`src/design/text_encoding_sniffer_assert.svh`:
```
// Assertion macros for the text encoding sniffer.
`ifndef TEXT_ENCODING_SNIFFER_ASSERT_SVH
`define TEXT_ENCODING_SNIFFER_ASSERT_SVH

// cond must never hold while out of reset
`define TES_ASSERT_NEVER(label, cond, msg) \
   label: assert property (@(posedge clock) disable iff (reset) !(cond)) \
      else $error(msg);

// ante implies cons in the same cycle
`define TES_ASSERT_IMPLY(label, ante, cons, msg) \
   label: assert property (@(posedge clock) disable iff (reset) (ante) |-> (cons)) \
      else $error(msg);

`endif

```
`src/design/tes_pkg.sv`:
```
// Shared types, constants and classifiers of the text encoding sniffer.
`timescale 1ns / 1ps

package tes_pkg;

   localparam int SAMPLE_SLOTS_DEF = 16;
   localparam int LIMIT_W = 5;
   localparam logic [LIMIT_W-1:0] LIMIT_RESET = 5'd16;
   localparam int QUEUE_DEPTH = 4;
   localparam int RECS = 4;

   localparam logic [7:0] B_00 = 8'h00;
   localparam logic [7:0] B_40 = 8'h40;
   localparam logic [7:0] B_7E = 8'h7e;
   localparam logic [7:0] B_7F = 8'h7f;
   localparam logic [7:0] B_80 = 8'h80;
   localparam logic [7:0] B_81 = 8'h81;
   localparam logic [7:0] B_9F = 8'h9f;
   localparam logic [7:0] B_BB = 8'hbb;
   localparam logic [7:0] B_BF = 8'hbf;
   localparam logic [7:0] B_C2 = 8'hc2;
   localparam logic [7:0] B_DF = 8'hdf;
   localparam logic [7:0] B_E0 = 8'he0;
   localparam logic [7:0] B_EF = 8'hef;
   localparam logic [7:0] B_F0 = 8'hf0;
   localparam logic [7:0] B_F4 = 8'hf4;
   localparam logic [7:0] B_FC = 8'hfc;
   localparam logic [7:0] B_FE = 8'hfe;
   localparam logic [7:0] B_FF = 8'hff;

   localparam logic [2:0] MLEN_NONE = 3'd0;
   localparam logic [2:0] MLEN_U16 = 3'd2;
   localparam logic [2:0] MLEN_UTF8 = 3'd3;
   localparam logic [2:0] MLEN_U32 = 3'd4;

   typedef enum logic [2:0] {
      ENC_UNKNOWN = 3'd0,
      ENC_ASCII = 3'd1,
      ENC_SJIS = 3'd2,
      ENC_UTF8 = 3'd3,
      ENC_U16BE = 3'd4,
      ENC_U16LE = 3'd5,
      ENC_U32BE = 3'd6,
      ENC_U32LE = 3'd7
   } enc_type;

   typedef enum logic [1:0] {
      CLS_UNKNOWN = 2'd0,
      CLS_SJIS = 2'd2,
      CLS_UTF8 = 2'd3
   } cls_type;

   typedef struct packed {
      logic ascii;
      cls_type cls;
      logic [1:0] skip;
   } rec_type;

   typedef struct packed {
      rec_type [RECS-1:0] recs;
      logic [RECS-1:0] use_mask;
      logic last;
      logic empty;
      enc_type mark;
   } entry_type;

   function automatic logic in_rng(logic [7:0] v, logic [7:0] lo, logic [7:0] hi);
      return (v >= lo) && (v <= hi);
   endfunction

   function automatic logic is_cont(logic [7:0] v);
      return in_rng(v, B_80, B_BF);
   endfunction

   // classify the character starting at the top byte of w
   function automatic rec_type classify(logic [31:0] w);
      logic [7:0] b0, b1, b2, b3;
      rec_type r;
      b0 = w[31:24];
      b1 = w[23:16];
      b2 = w[15:8];
      b3 = w[7:0];
      r.ascii = (b0 < B_7F);
      if (in_rng(b0, B_C2, B_DF) && is_cont(b1)) begin
         r.cls = CLS_UTF8;
         r.skip = 2'd1;
      end else if (in_rng(b0, B_E0, B_EF) && is_cont(b1) && is_cont(b2)) begin
         r.cls = CLS_UTF8;
         r.skip = 2'd2;
      end else if (in_rng(b0, B_F0, B_F4) && is_cont(b1) && is_cont(b2) && is_cont(b3)) begin
         r.cls = CLS_UTF8;
         r.skip = 2'd3;
      end else if ((in_rng(b0, B_81, B_9F) || in_rng(b0, B_E0, B_EF)) &&
                   (in_rng(b1, B_40, B_7E) || in_rng(b1, B_80, B_FC))) begin
         r.cls = CLS_SJIS;
         r.skip = 2'd1;
      end else begin
         r.cls = CLS_UNKNOWN;
         r.skip = 2'd0;
      end
      return r;
   endfunction

   // byte-order mark test on the first four bytes, oldest on top
   function automatic enc_type mark_of(logic [31:0] w);
      enc_type m;
      if (w[31:24] == B_EF && w[23:16] == B_BB && w[15:8] == B_BF) begin
         m = ENC_UTF8;
      end else if (w[31:24] == B_FF && w[23:16] == B_FE) begin
         m = ENC_U16LE;
      end else if (w[31:24] == B_FE && w[23:16] == B_FF) begin
         m = ENC_U16BE;
      end else if (w[31:24] == B_00 && w[23:16] == B_00 && w[15:8] == B_FE &&
                   w[7:0] == B_FF) begin
         m = ENC_U32BE;
      end else begin
         m = ENC_UNKNOWN;
      end
      return m;
   endfunction

endpackage

```
`src/design/text_encoding_sniffer.sv`:
```
// Top level of the text encoding sniffer.
`timescale 1ns / 1ps

// Takes one stream byte per cycle and reports the stream's encoding (byte-order
// mark, or a greedy UTF-8 / Shift-JIS scan of up to sample_limit non-ASCII
// characters) as one result transfer for the item flagged is_last. The front
// end classifies every window position as bytes arrive and the back end folds
// those classes into the verdict; a four-entry queue sits between them. A byte
// is taken every cycle while the queue has room. The result is registered
// in the back end when the last item is popped from the queue and held until
// it is taken. An item with byte_valid low and is_last low does nothing.
// csr_wr_data is the sample limit: 0 acts as 1, values above SAMPLE_SLOTS act
// as SAMPLE_SLOTS; write it only between streams.

`include "text_encoding_sniffer_assert.svh"

module text_encoding_sniffer #(
   parameter int SAMPLE_SLOTS = tes_pkg::SAMPLE_SLOTS_DEF
) (
   input  logic                        clock,
   input  logic                        reset,
   input  logic                        req_valid,
   output logic                        req_stall,
   input  logic [7:0]                  req_data_byte,
   input  logic                        req_byte_valid,
   input  logic                        req_is_last,
   output logic                        rsp_valid,
   input  logic                        rsp_stall,
   output logic [2:0]                  rsp_encoding,
   output logic [2:0]                  rsp_mark_length,
   input  logic                        csr_wr_en,
   input  logic [tes_pkg::LIMIT_W-1:0] csr_wr_data
);

   logic [tes_pkg::LIMIT_W-1:0] limit_ff;

   logic q_full, q_push, q_pop, q_empty;
   tes_pkg::entry_type q_entry, q_head;

   always_ff @(posedge clock) begin
      if (reset) begin
         limit_ff <= tes_pkg::LIMIT_RESET;
      end else if (csr_wr_en) begin
         limit_ff <= csr_wr_data;
      end
   end

   tes_front u_front (
      .clock         (clock),
      .reset         (reset),
      .req_valid     (req_valid),
      .req_stall     (req_stall),
      .req_data_byte (req_data_byte),
      .req_byte_valid(req_byte_valid),
      .req_is_last   (req_is_last),
      .q_full        (q_full),
      .q_push        (q_push),
      .q_entry       (q_entry)
   );

   tes_fifo u_fifo (
      .clock     (clock),
      .reset     (reset),
      .push      (q_push),
      .push_entry(q_entry),
      .full      (q_full),
      .pop       (q_pop),
      .head      (q_head),
      .empty     (q_empty)
   );

   tes_back #(
      .SAMPLE_SLOTS(SAMPLE_SLOTS)
   ) u_back (
      .clock          (clock),
      .reset          (reset),
      .sample_limit   (limit_ff),
      .q_empty        (q_empty),
      .q_head         (q_head),
      .q_pop          (q_pop),
      .rsp_valid      (rsp_valid),
      .rsp_stall      (rsp_stall),
      .rsp_encoding   (rsp_encoding),
      .rsp_mark_length(rsp_mark_length)
   );

   `TES_ASSERT_IMPLY(a_mark4_u32, rsp_valid && rsp_mark_length == tes_pkg::MLEN_U32, rsp_encoding == tes_pkg::ENC_U32BE, "four-byte mark without UTF-32 BE")
   `TES_ASSERT_IMPLY(a_mark2_u16, rsp_valid && rsp_mark_length == tes_pkg::MLEN_U16, rsp_encoding == tes_pkg::ENC_U16BE || rsp_encoding == tes_pkg::ENC_U16LE, "two-byte mark without UTF-16")
   `TES_ASSERT_NEVER(a_no_u32le, rsp_valid && rsp_encoding == tes_pkg::ENC_U32LE, "UTF-32 LE reported")
   `TES_ASSERT_NEVER(a_fifo_push_full, q_push && q_full, "queue push while full")

endmodule

```
`src/design/tes_front.sv`:
```
// Front end: byte window, mark detection and per-position classification.
`timescale 1ns / 1ps

module tes_front (
   input  logic                 clock,
   input  logic                 reset,
   input  logic                 req_valid,
   output logic                 req_stall,
   input  logic [7:0]           req_data_byte,
   input  logic                 req_byte_valid,
   input  logic                 req_is_last,
   input  logic                 q_full,
   output logic                 q_push,
   output tes_pkg::entry_type   q_entry
);

   logic [31:0] window_ff, window_in;
   logic [2:0] nseen_ff, nseen_in;
   tes_pkg::enc_type mark_ff, mark_in;

   logic accept, take_byte;
   logic [31:0] padded;
   tes_pkg::enc_type mark_full, mark_all;
   logic [tes_pkg::RECS-1:0] mask;

   assign req_stall = q_full;
   assign accept = req_valid && !q_full;
   assign take_byte = accept && req_byte_valid;

   always_comb begin
      window_in = take_byte ? {window_ff[23:0], req_data_byte} : window_ff;
      nseen_in = (take_byte && nseen_ff != 3'd4) ? nseen_ff + 3'd1 : nseen_ff;

      mark_full = (take_byte && nseen_ff == 3'd3) ? tes_pkg::mark_of(window_in)
                                                  : tes_pkg::ENC_UNKNOWN;
      mark_in = (mark_ff != tes_pkg::ENC_UNKNOWN) ? mark_ff : mark_full;

      case (nseen_in)
         3'd1: padded = window_in << 24;
         3'd2: padded = window_in << 16;
         3'd3: padded = window_in << 8;
         default: padded = window_in;
      endcase

      mark_all = mark_in;
      if (req_is_last && nseen_in != 3'd0 && nseen_in != 3'd4)
         mark_all = tes_pkg::mark_of(padded);

      for (int k = 0; k < tes_pkg::RECS; k++)
         q_entry.recs[k] = tes_pkg::classify(window_in << (8 * k));

      if (mark_all != tes_pkg::ENC_UNKNOWN) begin
         mask = '0;
      end else if (req_is_last) begin
         case (nseen_in)
            3'd1: mask = 4'b1000;
            3'd2: mask = 4'b1100;
            3'd3: mask = 4'b1110;
            3'd4: mask = take_byte ? 4'b1111 : 4'b1110;
            default: mask = 4'b0000;
         endcase
      end else begin
         mask = (take_byte && nseen_in == 3'd4) ? 4'b0001 : 4'b0000;
      end

      q_entry.use_mask = mask;
      q_entry.last = req_is_last;
      q_entry.empty = (nseen_in == 3'd0);
      q_entry.mark = mark_all;
      q_push = accept && (req_is_last || mask != '0);
   end

   always_ff @(posedge clock) begin
      if (reset) begin
         window_ff <= '0;
         nseen_ff <= '0;
         mark_ff <= tes_pkg::ENC_UNKNOWN;
      end else if (accept && req_is_last) begin
         window_ff <= '0;
         nseen_ff <= '0;
         mark_ff <= tes_pkg::ENC_UNKNOWN;
      end else if (accept) begin
         window_ff <= window_in;
         nseen_ff <= nseen_in;
         mark_ff <= mark_in;
      end
   end

endmodule

```
`src/design/tes_fifo.sv`:
```
// Short queue of classified transfers between front and back end.
`timescale 1ns / 1ps

module tes_fifo (
   input  logic                 clock,
   input  logic                 reset,
   input  logic                 push,
   input  tes_pkg::entry_type   push_entry,
   output logic                 full,
   input  logic                 pop,
   output tes_pkg::entry_type   head,
   output logic                 empty
);

   localparam int PTR_W = (tes_pkg::QUEUE_DEPTH > 1) ? $clog2(tes_pkg::QUEUE_DEPTH) : 1;
   localparam int CNT_W = $clog2(tes_pkg::QUEUE_DEPTH + 1);
   localparam logic [PTR_W-1:0] PTR_LAST = PTR_W'(tes_pkg::QUEUE_DEPTH - 1);

   tes_pkg::entry_type slots_ff [tes_pkg::QUEUE_DEPTH];
   logic [PTR_W-1:0] wptr_ff, rptr_ff;
   logic [CNT_W-1:0] count_ff;

   assign full = (count_ff == CNT_W'(tes_pkg::QUEUE_DEPTH));
   assign empty = (count_ff == '0);
   assign head = slots_ff[rptr_ff];

   always_ff @(posedge clock) begin
      if (push) slots_ff[wptr_ff] <= push_entry;
   end

   always_ff @(posedge clock) begin
      if (reset) begin
         wptr_ff <= '0;
         rptr_ff <= '0;
         count_ff <= '0;
      end else begin
         if (push) wptr_ff <= (wptr_ff == PTR_LAST) ? '0 : wptr_ff + PTR_W'(1);
         if (pop) rptr_ff <= (rptr_ff == PTR_LAST) ? '0 : rptr_ff + PTR_W'(1);
         if (push && !pop) count_ff <= count_ff + CNT_W'(1);
         else if (pop && !push) count_ff <= count_ff - CNT_W'(1);
      end
   end

endmodule

```
`src/design/tes_back.sv`:
```
// Back end: scan state, verdict and result register.
`timescale 1ns / 1ps

module tes_back #(
   parameter int SAMPLE_SLOTS = tes_pkg::SAMPLE_SLOTS_DEF
) (
   input  logic                        clock,
   input  logic                        reset,
   input  logic [tes_pkg::LIMIT_W-1:0] sample_limit,
   input  logic                        q_empty,
   input  tes_pkg::entry_type          q_head,
   output logic                        q_pop,
   output logic                        rsp_valid,
   input  logic                        rsp_stall,
   output logic [2:0]                  rsp_encoding,
   output logic [2:0]                  rsp_mark_length
);

   localparam int CNT_W = $clog2(SAMPLE_SLOTS + 1);

   logic [1:0] skip_ff, skip_in;
   logic [CNT_W-1:0] cnt_ff, cnt_in;
   tes_pkg::cls_type first_ff, first_in;
   logic mismatch_ff, mismatch_in;
   logic stopped_ff, stopped_in;

   logic rsp_valid_ff;
   logic [2:0] enc_ff, enc_in;
   logic [2:0] mlen_ff, mlen_in;

   logic [CNT_W-1:0] eff_limit;
   logic out_free;

   assign out_free = !rsp_valid_ff || !rsp_stall;
   assign q_pop = !q_empty && (!q_head.last || out_free);

   always_comb begin
      if (sample_limit == '0) eff_limit = CNT_W'(1);
      else if (int'(sample_limit) > SAMPLE_SLOTS) eff_limit = CNT_W'(SAMPLE_SLOTS);
      else eff_limit = CNT_W'(sample_limit);
   end

   // up to four positions of one transfer, in stream order
   always_comb begin
      skip_in = skip_ff;
      cnt_in = cnt_ff;
      first_in = first_ff;
      mismatch_in = mismatch_ff;
      stopped_in = stopped_ff;
      for (int k = 0; k < tes_pkg::RECS; k++) begin
         if (!stopped_in && q_head.use_mask[k]) begin
            if (skip_in != 2'd0) begin
               skip_in = skip_in - 2'd1;
            end else if (!q_head.recs[k].ascii) begin
               if (cnt_in == '0) first_in = q_head.recs[k].cls;
               else if (q_head.recs[k].cls != first_in) mismatch_in = 1'b1;
               cnt_in = cnt_in + CNT_W'(1);
               skip_in = q_head.recs[k].skip;
               if (q_head.recs[k].cls == tes_pkg::CLS_UNKNOWN || cnt_in == eff_limit)
                  stopped_in = 1'b1;
            end
         end
      end

      mlen_in = tes_pkg::MLEN_NONE;
      if (q_head.empty) begin
         enc_in = tes_pkg::ENC_UNKNOWN;
      end else if (q_head.mark != tes_pkg::ENC_UNKNOWN) begin
         enc_in = q_head.mark;
         case (q_head.mark)
            tes_pkg::ENC_UTF8: mlen_in = tes_pkg::MLEN_UTF8;
            tes_pkg::ENC_U32BE: mlen_in = tes_pkg::MLEN_U32;
            default: mlen_in = tes_pkg::MLEN_U16;
         endcase
      end else if (cnt_in == '0) begin
         enc_in = tes_pkg::ENC_ASCII;
      end else if (mismatch_in) begin
         enc_in = tes_pkg::ENC_UNKNOWN;
      end else begin
         enc_in = {1'b0, first_in};
      end
   end

   always_ff @(posedge clock) begin
      if (reset) begin
         skip_ff <= '0;
         cnt_ff <= '0;
         first_ff <= tes_pkg::CLS_UNKNOWN;
         mismatch_ff <= 1'b0;
         stopped_ff <= 1'b0;
      end else if (q_pop && q_head.last) begin
         skip_ff <= '0;
         cnt_ff <= '0;
         first_ff <= tes_pkg::CLS_UNKNOWN;
         mismatch_ff <= 1'b0;
         stopped_ff <= 1'b0;
      end else if (q_pop) begin
         skip_ff <= skip_in;
         cnt_ff <= cnt_in;
         first_ff <= first_in;
         mismatch_ff <= mismatch_in;
         stopped_ff <= stopped_in;
      end
   end

   always_ff @(posedge clock) begin
      if (reset) begin
         rsp_valid_ff <= 1'b0;
      end else if (q_pop && q_head.last) begin
         rsp_valid_ff <= 1'b1;
      end else if (!rsp_stall) begin
         rsp_valid_ff <= 1'b0;
      end
   end

   always_ff @(posedge clock) begin
      if (q_pop && q_head.last) begin
         enc_ff <= enc_in;
         mlen_ff <= mlen_in;
      end
   end

   assign rsp_valid = rsp_valid_ff;
   assign rsp_encoding = enc_ff;
   assign rsp_mark_length = mlen_ff;

endmodule

```
`config.mk`:
```
export PLATFORM = sky130hd
export DESIGN_NAME = text_encoding_sniffer
export DESIGN_NICKNAME = d
export VERILOG_FILES = /design/src/design/tes_pkg.sv /design/src/design/text_encoding_sniffer.sv /design/src/design/tes_front.sv /design/src/design/tes_fifo.sv /design/src/design/tes_back.sv
export VERILOG_INCLUDE_DIRS = /design/src /design/src/design
export SDC_FILE = /design/constraint.sdc
export NUM_CORES = 1
export LEC_CHECK = 0
export BUFFER_PORTS_ARGS = -buffer_cell sky130_fd_sc_hd__buf_4
export CAP_MARGIN = 15
export CORE_UTILIZATION = 50
export CTS_CLUSTER_DIAMETER = 80
export DETAILED_ROUTE_END_ITERATION = 12
export GPL_TIMING_DRIVEN = 1
export MAX_ROUTING_LAYER = met4
export PLACE_DENSITY = 0.77
export SYNTH_ARGS = -nofsm -noshare
export SYNTH_HDL_FRONTEND = slang
export SYNTH_SLANG_ARGS = --single-unit
```
`constraint.sdc`:
```
create_clock -name clock -period 14.3 [get_ports clock]
set_input_delay 0.715 -clock clock [delete_from_list [all_inputs] [get_ports clock]]
set_output_delay 0.715 -clock clock [all_outputs]
set_load 0.05 [all_outputs]
```
; ---- Word-level counts from Yosys, hierarchy flattened
; Memory sizes are Yosys's and may differ from the RTL's. A register that Yosys moved wholly into a read port is not among the register bits.
; Cells that the tools add are included.
; W data, S select, Z words.
[totals]
regBits = 68
ramBits = 100
input_bits = 20
n_memories = 1
[mem_list]
columns = memory, words, width, rd, rd_ports_with_merged_regs, write_ports, line
row1 = u_fifo.slots_ff, 4, 25, 1, 1, 1, tes_fifo.sv:19  ; tes_pkg::entry_type slots_ff [tes_pkg::QUEUE_DEPTH];
[classes]
addsub = 13
magnitude_cmp = 40
n_eq_ne = 39
mux = 120
bitwise = 1
n_reduce_logical = 116
[ops]
columns = operator, count
row1 = $eq A8 B8 Y1 const B, 18
row2 = $le A8 B8 Y1 const B, 16
row3 = $ge A8 B8 Y1 const B, 13
row4 = $pmux W32 S3, 1
row5 = $mux W5, 14
row6 = $mux W2, 33
row7 = $logic_and A1 B1 Y1, 63
row8 = $mux W3, 16
row9 = $mux W4, 11
row10 = $mux W1, 42
row11 = $logic_not A8 Y1, 4
row12 = $lt A8 B7 Y1 const B, 4
row13 = $mux W32, 1
row14 = $logic_not A5 Y1, 6
row15 = $ge A8 B7 Y1 const B, 3
row16 = $le A8 B7 Y1 const B, 3
row17 = $add A5 B1 Y5 const B, 4
row18 = $eq A5 B5 Y1, 4
row19 = $pmux W4 S4, 1
row20 = $logic_or A1 B1 Y1, 13
row21 = $eq A3 B2 Y1 const B, 4
row22 = $reduce_bool A3 Y1, 4
row23 = $logic_not A1 Y1, 11
row24 = $reduce_bool A2 Y1, 5
row25 = 19 further kinds, 35

; ---- Logic depth before layout (Yosys ltp)
[logic_depth]
word_depth = 26
mapped_depth = 25
ltp_nobuf = 21

; ---- Modules after synthesis
; A second synthesis with hierarchy kept.
[unflattened]
cells_unflattened = 1123
hier_area_um2 = 11947.7
[by_module_without_submodules]
columns = mod, instances, cells_each, area_each_um2, seq_area_each_um2
row1 = tes_fifo, 1, 195, 4633.2, 3663.5
row2 = tes_front, 1, 536, 4033.9, 760.7
row3 = tes_back, 1, 376, 3096.7, 420.4
row4 = text_encoding_sniffer, 1, 16, 183.9, 100.1

; ---- Worst setup path before layout
; Ideal clock, no wire load.
[synth_timing]
path_kind = reg-to-reg
from = register (tool-made name)
to = register u_back.enc_ff[1], in the netlist u_back.rsp_encoding[1], data pin
arrival_time_ps = 4819
required_ps = 14043
path_slack_ps = 9224
path_stages_with_launch = 22
period_less_slack_ps = 5076
path_cell_list = dfxtp_1 > buf_6 > mux2_4 > a22oi_2 > nor2_1 > o21ai_0 > ha_1 > xor3_1 > xor2_1 > nor3_1 > o2111ai_1 > a21oi_1 > a211oi_4 > nand2_2 > xnor2_1 > ha_1 > xnor2_1 > nor4b_1 > a31oi_1 > a21oi_1 > a41oi_2 > a32o_1
[synth_lines]
columns = element, line
row1 = end signal: assignment, tes_back.sv:118  ; enc_ff <= enc_in;
row2 = end: declaration, tes_back.sv:28  ; logic [2:0] enc_ff, enc_in;

==> metrics.cfg <==
[floorplanning]
initial_utilization_pct = 51.7
core_mm2 = 0.0206
rows = 52
die_w_um = 148
die_area_mm2 = 0.0219
io_pins = 28
die_h_um = 148

[layout]
areaGrowthSynthToFinish_pct = 8.24
layout_common_cells = edfxtp_1 (98), nand2_1 (95), nor2_1 (87)
antenna_cells = 0
drive_gt1_share_pct = 15.2
layout.nets = 1100
final_common_cell = edfxtp_1

[sta]
skew_ps = 11.8
setup_viol = 0
slew_headroom_pct = 41.4
drv_slew = 0
fin_crit_ps = 6210
setup_tns_ps = 0
period_share_pct = 43.4
fmax_mhz = 161
tightestPinTransition_ps = 854
hold_violations = 0
rsz0062_at_grt = no

[worst_setup_path]
path_cells = buf_4 -> nor3b_2 -> a22oi_2 -> nor2_1 -> nand2_1 -> o21ai_0 -> ha_1 -> xor3_1 -> xor2_1 -> nor3_1 -> o2111ai_1 -> a21oi_1 -> a211oi_4 -> nand2_2 -> xnor2_1 -> ha_1 -> xnor2_1 -> nor4b_1 -> a31oi_1 -> a21oi_1 -> a41oi_2 -> a32o_1
startpoint_type = flip-flop
path_delay_family = compound AO/OA/AOI/OAI gates
slowest_stage = nor2_1
worst-path-buf-inv = 1
cpPeakStageDelay_ps = 530
rrSetupSlack_ps = 8090
worst_ep_required_time_ps = 14500
path_class = reg -> reg
cp_max_fo = 31
arrival_ps = 6410
crit_path_end_kind = flip-flop

[detailed_routing]
dr.pass1.iters = 6
drc_errors = 0
vias_per_cell = 6.62
wl_per_cell_um = 22.1
routed-via-count = 8901
drt_iter0_markers = 924
antenna_left = 0
routed_wl_um = 29700

[power_and_ir_drop]
swShare_pct = 40.5
pwr-share-comb_pct = 41.9
p_per_area_mw_per_mm2 = 151
power_switching_uw = 704
seqPwrFrac_pct = 32.6
ir_drop_v = 0.000103
total_power_mw = 1.74
pwr-share-clk_pct = 25.5
power.internal_mw = 1.04
p_leak_nw = 3.95

[synthesis]
ys_seq_elements = 162
synth_top_family_by_area = simple AND/OR/NAND/NOR gates
synthCells = 1068
ys_seq_area_share_pct = 39.7
synth_ff_type = edfxtp_1
synth_adder_area_share_pct = 2.19
synthSimpleGateAreaFrac_pct = 20.5
synth-async-reset-ratio_pct = 0
syn_area_mm2 = 0.0106
synth_cell_types = 106
synth_xor_area_share_pct = 5.01
syn_avg_cell_area_um2 = 9.95
muxShareOfSynthArea_pct = 8.99
synth_nets = 1106
synth_compound_area_share_pct = 18.8
synth_edf_count = 98
yosysWarningCount = 0

[clocking]
post_cts_buffers = 0
cts_tree = done
clk_pin_slew_ps = 70
cts_sinks = 162
postCtsHoldBufs = 0
numCtsBuffers = 17
cts_root_buf = clkbuf_16
cts.path.max_buffers = 2
insertion_delay_ps = 440
postCtsResizedCells = 0
htree_levels = 4

[global_routing]
antenna_found_initial = 0
grt_pass1_wl_um = 46400
grt_max_degree = 67
grt_pass1_vias = 8428
grt_usage_pct = 28.5
grt_overflow = 0

[placement]
io_buffers = 27
hpwl_um = 21200
routabilityCongestion = 0.996

[hold_path]
worstHoldStart = u_back.rsp_valid$_SDFFE_PP0P_
hold_path.class = reg -> reg

[job]
maxCapViolCount = 0

[outcome]
status = finished, final reports clean

[registers in the layout (all words and copies together), names as in the netlist, 5 cells and up, named ones only]
name	count
u_fifo.slots_ff	92
u_back.cnt_ff	5
limit_ff	5
u_front.window_ff	32
[metal layers]
metal	global-route usage [%]	wire [µm]	vias up
li1	-	-	4079
met1	36.0	12500	4270
met2	44.3	13800	459
met3	5.06	2200	93
met4	13.5	1220	0
met5	-	0	-
[worst paths after layout]
check                                                            end  depth (start not counted)
worst max register to register  u_back.rsp_encoding[1]$_SDFFCE_PP0P_                         22
worst min register to register         u_back.rsp_valid$_SDFFE_PP0P_                          2
worst max-delay path            u_back.rsp_encoding[1]$_SDFFCE_PP0P_                         22
worst min-delay path                   u_back.rsp_valid$_SDFFE_PP0P_                          2
[worst reg2reg max path, cell delays in order, from the launching register on]
cell       delay, ps
dfxtp_2          320
buf_4            420
nor3b_2          380
a22oi_2          210
nor2_1           530
nand2_1          120
o21ai_0          180
ha_1             370
xor3_1           340
xor2_1           180
nor3_1            60
o2111ai_1        190
a21oi_1          140
a211oi_4         450
nand2_2          230
xnor2_1          490
ha_1             310
xnor2_1          170
nor4b_1          240
a31oi_1           70
a21oi_1          180
a41oi_2          160
a32o_1           240
[synth_stat cells (10+ instances only)]
master	instances	area (µm²)
buf_2	16	80.1
a21oi_1	48	240
and3_1	20	125
ha_1	17	213
nor2b_1	17	106
nor3b_1	14	105
or3_1	12	75.1
xor2_1	14	123
dfxtp_1	64	1280
a21o_1	10	75.1
nand2_1	95	357
clkbuf_1	31	116
nor2_1	88	330
a311oi_1	10	87.6
nor4_1	12	75.1
xnor2_1	25	219
o211ai_1	19	143
inv_1	39	146
o21ai_0	27	135
a31oi_1	21	131
mux2_2	15	169
nor3_1	24	120
mux4_2	18	405
nand3_1	33	165
edfxtp_1	98	2940
nand4_1	19	119
mux2i_1	34	340
[power by group through the flow]
stage                     clock network (mW)  registers [mW]  logic [mW]
final                                  0.444           0.568       0.728
after global routing                   0.468           0.572       0.781
after CTS                              0.447           0.567       0.719
after detailed placement                   0           0.577       0.711
after global placement                     0           0.575       0.696
after floorplan                            0           0.596       0.535
[area by class of cell]
| cell class | count | area, µm² |
|---|---|---|
| clock buffer | 18 | 429 |
| timing repair buffer | 40 | 300 |
| fill | 1798 | 9050 |
| inverter | 41 | 154 |
| sequential | 162 | 4230 |
| clock inverter | 14 | 144 |
| tap | 270 | 338 |
| multi-input combinational | 800 | 5920 |
[cells by family after synthesis]
logic type	Yosys count
AOI/OAI and AO/OA	262
xor gates and xnor gates	48
adders and majority gates	18
buffers and inverters	106
DFF	162
muxes	69
and+or+nand+nor	403
[metrics by stage]
step	area [µm²]	cells	util [%]	worst slack [ps]	hold slack, ps
floorplan	10600	1068	-	9220	451
global placement	10900	1313	53.2	8470	463
detailed placement	10900	1313	53.2	8200	479
CTS	11500	1345	56.0	8150	488
global route	11500	1345	56.0	7620	497
finish	11500	1345	56.0	8090	483
Power figures use the tool's default switching activity.
